--- config.mk ---
export PLATFORM = sky130hd
export DESIGN_NAME = lamport_ordered_request_queue_top
export DESIGN_NICKNAME = d
export VERILOG_FILES = /design/src/sv/olrq_pkg.sv /design/src/sv/lamport_ordered_request_queue_top.sv /design/src/sv/olrq_ctrl.sv /design/src/sv/olrq_datapath.sv
export SDC_FILE = /design/constraint.sdc
export NUM_CORES = 2
export LEC_CHECK = 0
export BUFFER_PORTS_ARGS = -buffer_cell sky130_fd_sc_hd__buf_2
export CAP_MARGIN = 25
export CORE_UTILIZATION = 40
export CTS_BUF_LIST = sky130_fd_sc_hd__clkbuf_4
export DETAILED_ROUTE_END_ITERATION = 8
export MAX_ROUTING_LAYER = met4
export PLACE_DENSITY_LB_ADDON = 0.1
export SYNTH_ARGS = -nofsm -noshare
export SYNTH_HDL_FRONTEND = slang
export SYNTH_HIERARCHICAL = 1
export SYNTH_SLANG_ARGS = --single-unit
--- constraint.sdc ---
create_clock -name clk -period 8.5 [get_ports clk]
set_clock_uncertainty 0.2 [all_clocks]
set_input_delay 1.7 -clock clk [delete_from_list [all_inputs] [get_ports clk]]
set_output_delay 1.7 -clock clk [all_outputs]
set_load 0.005 [all_outputs]
--- src/sv/olrq_pkg.sv ---
// ----------------------------------------------------------------------------
// olrq_pkg: shared types and constants of the ordered request queue
// Payload structs, operation codes, register indexes and the command and
// status bundles between the queue controller and its datapath.
// ----------------------------------------------------------------------------
package olrq_pkg;

  localparam int MAX_NODES = 16;
  localparam int IDX_W     = 4;    // index into the entry array
  localparam int CNT_W     = 5;    // counts and positions up to MAX_NODES
  localparam int ID_W      = 4;
  localparam int STAMP_W   = 32;

  // operation codes
  localparam logic [1:0] OP_INS_REPLACE = 2'd0;
  localparam logic [1:0] OP_INS_KEEP    = 2'd1;
  localparam logic [1:0] OP_DEL_SELF    = 2'd2;
  localparam logic [1:0] OP_DEL_NEXT    = 2'd3;

  // configuration register indexes
  localparam logic CFG_SELF_ID = 1'b0;
  localparam logic CFG_SLOTS   = 1'b1;

  localparam logic [CNT_W-1:0] NONE_ID    = 5'd16;
  localparam logic [CNT_W-1:0] POS_ABSENT = CNT_W'(MAX_NODES);
  localparam logic [CNT_W-1:0] FULL_COUNT = CNT_W'(MAX_NODES);

  typedef struct packed {
    logic [1:0]         req_type;
    logic [ID_W-1:0]    node_id;
    logic [STAMP_W-1:0] stamp;
    logic               from_remote;
  } req_t;

  typedef struct packed {
    logic [CNT_W-1:0]   self_position;
    logic               granted;
    logic [CNT_W-1:0]   preceding_id;
    logic [CNT_W-1:0]   occupancy;
    logic               overflow;
    logic [STAMP_W-1:0] clock_now;
  } result_t;

  typedef struct packed {
    logic load_req;
    logic scan;
    logic remove_match;
    logic insert;
    logic set_ovf;
    logic drop_start;
    logic drop_step;
    logic load_out;
  } cmd_t;

  typedef struct packed {
    logic [1:0] op;
    logic       any_match;
    logic       any_self;
    logic       full;
    logic       drop_done;
    logic       out_free;
  } status_t;

endpackage

--- src/sv/lamport_ordered_request_queue_top.sv ---
// ----------------------------------------------------------------------------
// lamport_ordered_request_queue_top: timestamp-ordered request queue
// Holds up to 16 node requests sorted by lamport stamp, then node id, and
// reports this node's place and grant after every request.
// ----------------------------------------------------------------------------
// usage
//   input channel: in_valid / in_stall / in_data carry one request (operation,
//   node id, stamp, remote flag); a transfer happens when in_valid is high and
//   in_stall is low. the block takes one request at a time and raises in_stall
//   while it works on it.
//   output channel: out_valid / out_stall / out_data carry one result per
//   request (position, grant, preceding id, occupancy, overflow, clock).
//   config channel: cfg_valid / cfg_ready / cfg_index / cfg_data write
//   self_id (index 0) or slots (index 1); cfg_ready is always high.
//   sequence: a request is scanned, applied (insert, overflow flag or head
//   drop), scanned again and reported; a replacing insert that finds its old
//   entry first removes it and rescans, and a delete that hits drops the head
//   entries through self, or through its successor for a delete-next (the
//   head drop shifts the array by one entry per cycle).
//   reset: rst (synchronous) empties the queue, clears the clock, sets
//   self_id to 0 and slots to 1.
//   stall: a result waits in the output register while out_stall is high; the
//   block holds the next result until the register frees up.
// ----------------------------------------------------------------------------
module lamport_ordered_request_queue_top (
  input  logic              clk,
  input  logic              rst,
  // request channel
  input  logic              in_valid,
  output logic              in_stall,
  input  olrq_pkg::req_t    in_data,
  // result channel
  output logic              out_valid,
  input  logic              out_stall,
  output olrq_pkg::result_t out_data,
  // config write channel
  input  logic              cfg_valid,
  output logic              cfg_ready,
  input  logic              cfg_index,
  input  logic [4:0]        cfg_data
);

  olrq_pkg::cmd_t    cmd;
  olrq_pkg::status_t status;

  // register writes never wait
  assign cfg_ready = 1'b1;

  // sequencer: scan, update, head drop, report
  olrq_ctrl u_ctrl (
    .clk      (clk),
    .rst      (rst),
    .in_valid (in_valid),
    .in_stall (in_stall),
    .status   (status),
    .cmd      (cmd)
  );

  // sorted array, clock, config and result register
  olrq_datapath u_datapath (
    .clk       (clk),
    .rst       (rst),
    .in_data   (in_data),
    .cfg_valid (cfg_valid),
    .cfg_ready (cfg_ready),
    .cfg_index (cfg_index),
    .cfg_data  (cfg_data),
    .cmd       (cmd),
    .status    (status),
    .out_valid (out_valid),
    .out_stall (out_stall),
    .out_data  (out_data)
  );

endmodule

--- src/sv/olrq_ctrl.sv ---
// ----------------------------------------------------------------------------
// olrq_ctrl: sequencer of the ordered request queue
// Steps one request through scan, update, head drop and report.
// ----------------------------------------------------------------------------
module olrq_ctrl (
  input  logic              clk,
  input  logic              rst,
  input  logic              in_valid,
  output logic              in_stall,
  input  olrq_pkg::status_t status,
  output olrq_pkg::cmd_t    cmd
);

  localparam logic [2:0] ST_IDLE   = 3'd0;
  localparam logic [2:0] ST_SCAN   = 3'd1;
  localparam logic [2:0] ST_EXEC   = 3'd2;
  localparam logic [2:0] ST_DROP   = 3'd3;
  localparam logic [2:0] ST_FSCAN  = 3'd4;
  localparam logic [2:0] ST_REPORT = 3'd5;

  logic [2:0] state, state_next;
  logic       replaced, replaced_next;
  logic       is_insert;

  assign in_stall  = (state != ST_IDLE);
  assign is_insert = (status.op == olrq_pkg::OP_INS_REPLACE) ||
                     (status.op == olrq_pkg::OP_INS_KEEP);

  always_comb begin
    cmd           = '0;
    state_next    = state;
    replaced_next = replaced;
    unique case (state)
      ST_IDLE: begin
        if (in_valid) begin
          cmd.load_req  = 1'b1;
          replaced_next = 1'b0;
          state_next    = ST_SCAN;
        end
      end
      ST_SCAN: begin
        cmd.scan   = 1'b1;
        state_next = ST_EXEC;
      end
      ST_EXEC: begin
        if (is_insert) begin
          priority if ((status.op == olrq_pkg::OP_INS_REPLACE) && !replaced &&
                       status.any_match) begin
            // pull the old entry out, then rescan for the new slot
            cmd.remove_match = 1'b1;
            replaced_next    = 1'b1;
            state_next       = ST_SCAN;
          end else if (status.full) begin
            cmd.set_ovf = 1'b1;
            state_next  = ST_FSCAN;
          end else begin
            cmd.insert = 1'b1;
            state_next = ST_FSCAN;
          end
        end else if (status.any_self) begin
          cmd.drop_start = 1'b1;
          state_next     = ST_DROP;
        end else begin
          state_next = ST_FSCAN;
        end
      end
      ST_DROP: begin
        if (status.drop_done) begin
          state_next = ST_FSCAN;
        end else begin
          cmd.drop_step = 1'b1;
        end
      end
      ST_FSCAN: begin
        cmd.scan   = 1'b1;
        state_next = ST_REPORT;
      end
      ST_REPORT: begin
        if (status.out_free) begin
          cmd.load_out = 1'b1;
          state_next   = ST_IDLE;
        end
      end
      default: begin
        state_next = ST_IDLE;
      end
    endcase
  end

  always_ff @(posedge clk) begin
    if (rst) begin
      state    <= ST_IDLE;
      replaced <= 1'b0;
    end else begin
      state    <= state_next;
      replaced <= replaced_next;
    end
  end

endmodule

--- src/sv/olrq_datapath.sv ---
// ----------------------------------------------------------------------------
// olrq_datapath: sorted entry array, lamport clock and result register
// Per-entry compare flags, neighbor shifts for insert and removal, and the
// configuration registers.
// ----------------------------------------------------------------------------
module olrq_datapath (
  input  logic                   clk,
  input  logic                   rst,
  input  olrq_pkg::req_t         in_data,
  input  logic                   cfg_valid,
  input  logic                   cfg_ready,
  input  logic                   cfg_index,
  input  logic [4:0]             cfg_data,
  input  olrq_pkg::cmd_t         cmd,
  output olrq_pkg::status_t      status,
  output logic                   out_valid,
  input  logic                   out_stall,
  output olrq_pkg::result_t      out_data
);

  localparam int N = olrq_pkg::MAX_NODES;

  // configuration
  logic [olrq_pkg::ID_W-1:0]    self_id;
  logic [olrq_pkg::CNT_W-1:0]   slots;

  // request and clock state
  olrq_pkg::req_t               req;
  logic [olrq_pkg::STAMP_W-1:0] lamport_clock;
  logic [olrq_pkg::CNT_W-1:0]   entry_count;
  logic                         ovf;
  logic [olrq_pkg::CNT_W-1:0]   prev;
  logic [olrq_pkg::CNT_W-1:0]   drop_left;

  // entry array
  logic [olrq_pkg::ID_W-1:0]    entry_node  [N];
  logic [olrq_pkg::STAMP_W-1:0] entry_stamp [N];

  // registered per-entry flags
  logic [N-1:0] f_valid, f_match, f_self, f_gt;

  logic [N-1:0]               rm_mask, ins_mask, self_first;
  logic [olrq_pkg::IDX_W-1:0] self_idx;
  logic                       self_found;
  logic [olrq_pkg::ID_W-1:0]  prev_node;
  logic [olrq_pkg::CNT_W-1:0] self_pos;
  logic [olrq_pkg::CNT_W-1:0] drop_count;
  logic [olrq_pkg::STAMP_W-1:0] merged;
  logic                       out_free;

  // thermometer from the first matching entry upward
  assign rm_mask    = f_match | ((~f_match) + N'(1));
  // entries at or after the insertion point (array is sorted)
  assign ins_mask   = f_gt | ~f_valid;
  assign self_first = f_self & ((~f_self) + N'(1));
  assign self_found = |f_self;

  always_comb begin
    self_idx  = '0;
    prev_node = '0;
    for (int i = 0; i < N; i++) begin
      if (self_first[i]) begin
        self_idx = self_idx | olrq_pkg::IDX_W'(i);
      end
    end
    for (int i = 1; i < N; i++) begin
      if (self_first[i]) begin
        prev_node = prev_node | entry_node[i-1];
      end
    end
  end

  assign self_pos   = self_found ? {1'b0, self_idx} : olrq_pkg::POS_ABSENT;
  assign drop_count = {1'b0, self_idx} + olrq_pkg::CNT_W'(1) +
                      ((req.req_type == olrq_pkg::OP_DEL_NEXT) ?
                       olrq_pkg::CNT_W'(1) : olrq_pkg::CNT_W'(0));
  assign merged     = ((in_data.stamp > lamport_clock) ? in_data.stamp : lamport_clock) +
                      olrq_pkg::STAMP_W'(1);
  assign out_free   = !out_valid || !out_stall;

  assign status.op        = req.req_type;
  assign status.any_match = |f_match;
  assign status.any_self  = self_found;
  assign status.full      = (entry_count >= olrq_pkg::FULL_COUNT);
  assign status.drop_done = (drop_left == '0) || (entry_count == '0);
  assign status.out_free  = out_free;

  // control state
  always_ff @(posedge clk) begin
    if (rst) begin
      self_id       <= '0;
      slots         <= olrq_pkg::CNT_W'(1);
      lamport_clock <= '0;
      entry_count   <= '0;
      out_valid     <= 1'b0;
    end else begin
      if (cfg_valid && cfg_ready) begin
        unique case (cfg_index)
          olrq_pkg::CFG_SELF_ID: self_id <= cfg_data[olrq_pkg::ID_W-1:0];
          olrq_pkg::CFG_SLOTS:   slots   <= cfg_data;
          default: ;
        endcase
      end
      if (cmd.load_req && in_data.from_remote) begin
        lamport_clock <= merged;
      end
      if (cmd.insert) begin
        entry_count <= entry_count + olrq_pkg::CNT_W'(1);
      end else if (cmd.remove_match || cmd.drop_step) begin
        entry_count <= entry_count - olrq_pkg::CNT_W'(1);
      end
      if (cmd.load_out) begin
        out_valid <= 1'b1;
      end else if (!out_stall) begin
        out_valid <= 1'b0;
      end
    end
  end

  // request, flags and result payload
  always_ff @(posedge clk) begin
    if (cmd.load_req) begin
      req  <= in_data;
      ovf  <= 1'b0;
      prev <= olrq_pkg::NONE_ID;
    end
    if (cmd.set_ovf) begin
      ovf <= 1'b1;
    end
    if (cmd.drop_start) begin
      prev      <= self_idx == '0 ? olrq_pkg::NONE_ID : {1'b0, prev_node};
      drop_left <= drop_count;
    end else if (cmd.drop_step) begin
      drop_left <= drop_left - olrq_pkg::CNT_W'(1);
    end
    if (cmd.scan) begin
      for (int i = 0; i < N; i++) begin
        f_valid[i] <= (olrq_pkg::CNT_W'(i) < entry_count);
        f_match[i] <= (olrq_pkg::CNT_W'(i) < entry_count) &&
                      (entry_node[i] == req.node_id);
        f_self[i]  <= (olrq_pkg::CNT_W'(i) < entry_count) &&
                      (entry_node[i] == self_id);
        f_gt[i]    <= (olrq_pkg::CNT_W'(i) < entry_count) &&
                      ((req.stamp < entry_stamp[i]) ||
                       ((req.stamp == entry_stamp[i]) && (req.node_id < entry_node[i])));
      end
    end
    if (cmd.load_out) begin
      out_data.self_position <= self_pos;
      out_data.granted       <= self_found && (self_pos < slots);
      out_data.preceding_id  <= prev;
      out_data.occupancy     <= entry_count;
      out_data.overflow      <= ovf;
      out_data.clock_now     <= lamport_clock;
    end
  end

  // entry array shifts
  always_ff @(posedge clk) begin
    if (cmd.insert) begin
      if (ins_mask[0]) begin
        entry_node[0]  <= req.node_id;
        entry_stamp[0] <= req.stamp;
      end
      for (int i = 1; i < N; i++) begin
        if (ins_mask[i]) begin
          if (!ins_mask[i-1]) begin
            entry_node[i]  <= req.node_id;
            entry_stamp[i] <= req.stamp;
          end else begin
            entry_node[i]  <= entry_node[i-1];
            entry_stamp[i] <= entry_stamp[i-1];
          end
        end
      end
    end else if (cmd.remove_match) begin
      for (int i = 0; i < N - 1; i++) begin
        if (rm_mask[i]) begin
          entry_node[i]  <= entry_node[i+1];
          entry_stamp[i] <= entry_stamp[i+1];
        end
      end
    end else if (cmd.drop_step) begin
      for (int i = 0; i < N - 1; i++) begin
        entry_node[i]  <= entry_node[i+1];
        entry_stamp[i] <= entry_stamp[i+1];
      end
    end
  end

  a_count_bound: assert property (@(posedge clk) disable iff (rst)
    entry_count <= olrq_pkg::FULL_COUNT)
    else $error("entry count above capacity");

  a_insert_room: assert property (@(posedge clk) disable iff (rst)
    cmd.insert |-> entry_count < olrq_pkg::FULL_COUNT)
    else $error("insert into full array");

  a_load_free: assert property (@(posedge clk) disable iff (rst)
    cmd.load_out |-> out_free)
    else $error("result overwritten while waiting");

  a_drop_nonempty: assert property (@(posedge clk) disable iff (rst)
    cmd.drop_step |-> entry_count != '0)
    else $error("head drop on empty array");

  a_ovf_full: assert property (@(posedge clk) disable iff (rst)
    (out_valid && out_data.overflow) |-> out_data.occupancy == olrq_pkg::FULL_COUNT)
    else $error("overflow reported with room left");

endmodule

==> impl_metrics.json <==
{
  "post-cts-setup-buffers": 0,
  "wirelength_mm": 169,
  "drt_iter0_markers": 3037,
  "netSwitchingPower_uw": 3710,
  "cts.clk_slew.worst_paths_ns": 0.06,
  "grt_pass1_wl_mm": 261,
  "drive_gt1_share_pct": 11.1,
  "clockPowerShare_pct": 33.5,
  "synth-seq-cells": 789,
  "track_usage_pct": 25.2,
  "ys_async_sr_fraction_pct": 0,
  "power.leakage_uw": 0.0255,
  "dieHeight_um": 370,
  "grt-busiest-layer": "met2",
  "drt_pass1_iterations": 7,
  "endpoint_kind": "flop",
  "design.die.area_um2": 137000,
  "start_util_pct": 40.4,
  "dp_hpwl_mm": 126,
  "r2r_slack_ns": 2.33,
  "h-tree-depth": 4,
  "place_congestion": 0.887,
  "grtUsageMet2_pct": 38.3,
  "power_density_nw_per_um2": 190,
  "synth_area_leaders": "edfxtp_1 41%, ha_1 14%, a21oi_1 7.7%",
  "final_cells": 8155,
  "status": "complete, but fails checks",
  "setup_viol": 0,
  "core-area_um2": 134000,
  "synthCells": 6078,
  "seqPwrFrac_pct": 43.7,
  "syn_area_per_cell_um2": 8.90,
  "fmaxAchievable_mhz": 162,
  "tightest_slew_ns": 1.10,
  "tns_ns": 0,
  "die_w_um": 370,
  "nets": 6873,
  "ant_nets": 0,
  "drc": 8,
  "antenna_found_initial": 4,
  "cts_buffer_depth": 3,
  "min_period_over_period_pct": 72.6,
  "cts_resized": 0,
  "pwr-share-comb_pct": 22.8,
  "grtUsageMet3_pct": 3.83,
  "worstSkewPairLatency_ns": 1.29,
  "grt.met1_usage_pct": 34.4,
  "area_delta_synth_final_pct": 10.5,
  "required_ns": 9.15,
  "hold_buffers": 0,
  "wl_per_cell_um": 20.7,
  "final_hold_viol_count": 0,
  "grt_max_degree": 74,
  "slew_headroom_pct": 25.9,
  "finalCriticalPeriod_ns": 6.17,
  "synthFlopType": "edfxtp_1",
  "holdCritPathClass": "reg2reg",
  "dpl.cell_count": 7730,
  "violations": "DRC",
  "yosysUniqueCellTypes": 84,
  "seq_area_frac_synth_pct": 42.8,
  "synth_top_cell_by_area": "edfxtp_1",
  "cts_tree": "built",
  "start_kind": "flop",
  "ios": 102,
  "crit_type": "reg2reg",
  "row_count": 134,
  "port_buffers": 100,
  "max_cap_violations": 0,
  "yosys_warnings": 6,
  "cts_buffers": 236,
  "cts_root_buf": "clkbuf_4",
  "netlist_area_um2": 54100,
  "cell_internal_pwr_uw": 7660,
  "grt_pass1_vias": 45000,
  "p_sw_share_pct": 32.6,
  "via_per_inst": 5.52,
  "vdd_ir_drop_max_uv": 87.3,
  "cp.arrival_ns": 6.82,
  "maxSlewViolCount": 0,
  "netlist.area_leader.share_pct": 40.9,
  "cp_max_fo": 36,
  "grt-ovfl-total": 0,
  "clock_sinks": 789,
  "synth_edf_count": 737,
  "vias": 45000,
  "rsz0062_at_grt": "false"
}
per-layer routing:
layer / wire length [um] / up-vias
met5: 0 / -
met4: 4370 / 0
met3: 7790 / 262
met2: 75300 / 949
met1: 81300 / 21800
li1: - / 21900
synth_stat cells, types with 38 or more instances:
master	instances
mux2i_1	38
nor3_1	60
nor2_1	778
nor2b_1	54
a21o_1	169
inv_1	647
xnor2_1	82
clkbuf_1	289
o21ai_0	460
nand4_1	156
dfxtp_1	52
o21a_1	56
nand2_1	484
a21oi_1	833
ha_1	621
mux2_2	39
nand3_1	73
edfxtp_1	737
state kept, by name, indices dropped and copies added, names as in the netlist, 4 cells and up:
register                  cells
u_datapath/entry_count        5
u_datapath/req               36
u_datapath/entry_node        64
u_datapath/lamport_clock     32
u_datapath/f_valid           16
u_datapath/drop_left          5
u_datapath/self_id            4
u_datapath/f_self            16
u_datapath/prev               5
u_datapath/slots              5
u_datapath/entry_stamp      512
u_datapath/out_data          49
u_datapath/f_gt              16
u_datapath/f_match           16
cell families after synthesis:
logic type               share of synthesized area [%]
AND/OR/NAND/NOR                                   14.5
AO/OA/AOI/OAI                                     18.2
buffers and inverters                             6.96
flip-flops                                        42.8
adder cells (fa/ha/maj)                           14.4
XOR/XNOR                                          1.64
multiplexers                                      1.51
other                                          0.00693
through the flow:
step	instance area, um2	hold slack [ns]	total power [uW]	setup slack, ns	utilization (%)
final	59800	0.222	11400	2.33	44.7
after global placement	56600	0.202	7560	2.06	42.3
after CTS	59700	0.225	11500	2.27	44.6
after global routing	59800	0.243	12100	1.94	44.7
after detailed placement	56700	0.206	7620	2.05	42.4
after floorplan	54100	0.200	6730	2.48	-
area by class of cell:
cell class / count / area (um2)
diodes: 7 / 17.5
clock buffers: 363 / 2730
clock inverters: 53 / 288
fillers: 13600 / 74000
inverters: 648 / 2430
multi-input cells: 4301 / 27400
flip-flops and latches: 789 / 23200
well taps: 1768 / 2210
repair buffers: 226 / 1540
power by group through the flow:
stage	combinational, uW	sequential (uW)	clock [uW]
global placement	2500	5060	0
finish	2590	4970	3810
floorplan	1740	4990	0
global route	2930	5000	4130
detailed placement	2570	5050	0
CTS	2580	4970	3950
cell usage in the layout, fill, tap and decap left out, types with 8 or more instances in the layout:
cell type,n
a21oi_1,829
nor2_1,776
edfxtp_1,737
inv_1,647
ha_1,621
nand2_1,468
o21ai_0,459
clkbuf_4,364
a21o_1,169
nand4_1,156
buf_4,116
buf_2,101
xnor2_1,82
nand3_1,71
nor3_1,60
o21a_1,56
nor2b_1,54
dfxtp_1,52
clkinv_1,42
mux2_2,39
mux2i_1,38
a22oi_1,36
nand2b_1,34
o22ai_1,34
nor4_1,25
a211oi_1,22
o211ai_1,21
xor2_1,19
a31oi_1,16
and3_1,16
nand2_2,15
a221oi_1,13
or3_1,12
or2_2,11
o31ai_1,8
a2111oi_0,8
and2_1,8
o2111ai_1,8
a222oi_1,8
worst paths after layout:
| check | from | to | cells past startpoint |
|---|---|---|---|
| worst max register to register | u_datapath/f_match[0] | u_datapath/entry_stamp[1][72] | 15 |
| worst max-delay path | u_datapath/f_match[0] | u_datapath/entry_stamp[1][72] | 15 |
| worst min-delay path | u_datapath/prev[1] | u_datapath/out_data[39] | 0 |
| worst min register to register | u_datapath/prev[1] | u_datapath/out_data[39] | 0 |
worst max-delay path: stages (launching register included):
cell and delay [ns]:
edfxtp_1 0.42, or4_1 0.62, nor4_2 0.47, nand3b_1 0.26, or3_1 0.42, nor4_1 0.19, buf_4 0.19, nand2b_1 0.18
nor4b_2 0.24, nor4_2 0.14, buf_4 0.38, nor2_1 0.11, nand2_1 0.40, nand2_4 0.42, o21bai_4 0.36, or2_2 0.66
No activity file was read; power rests on OpenSTA's default activity.
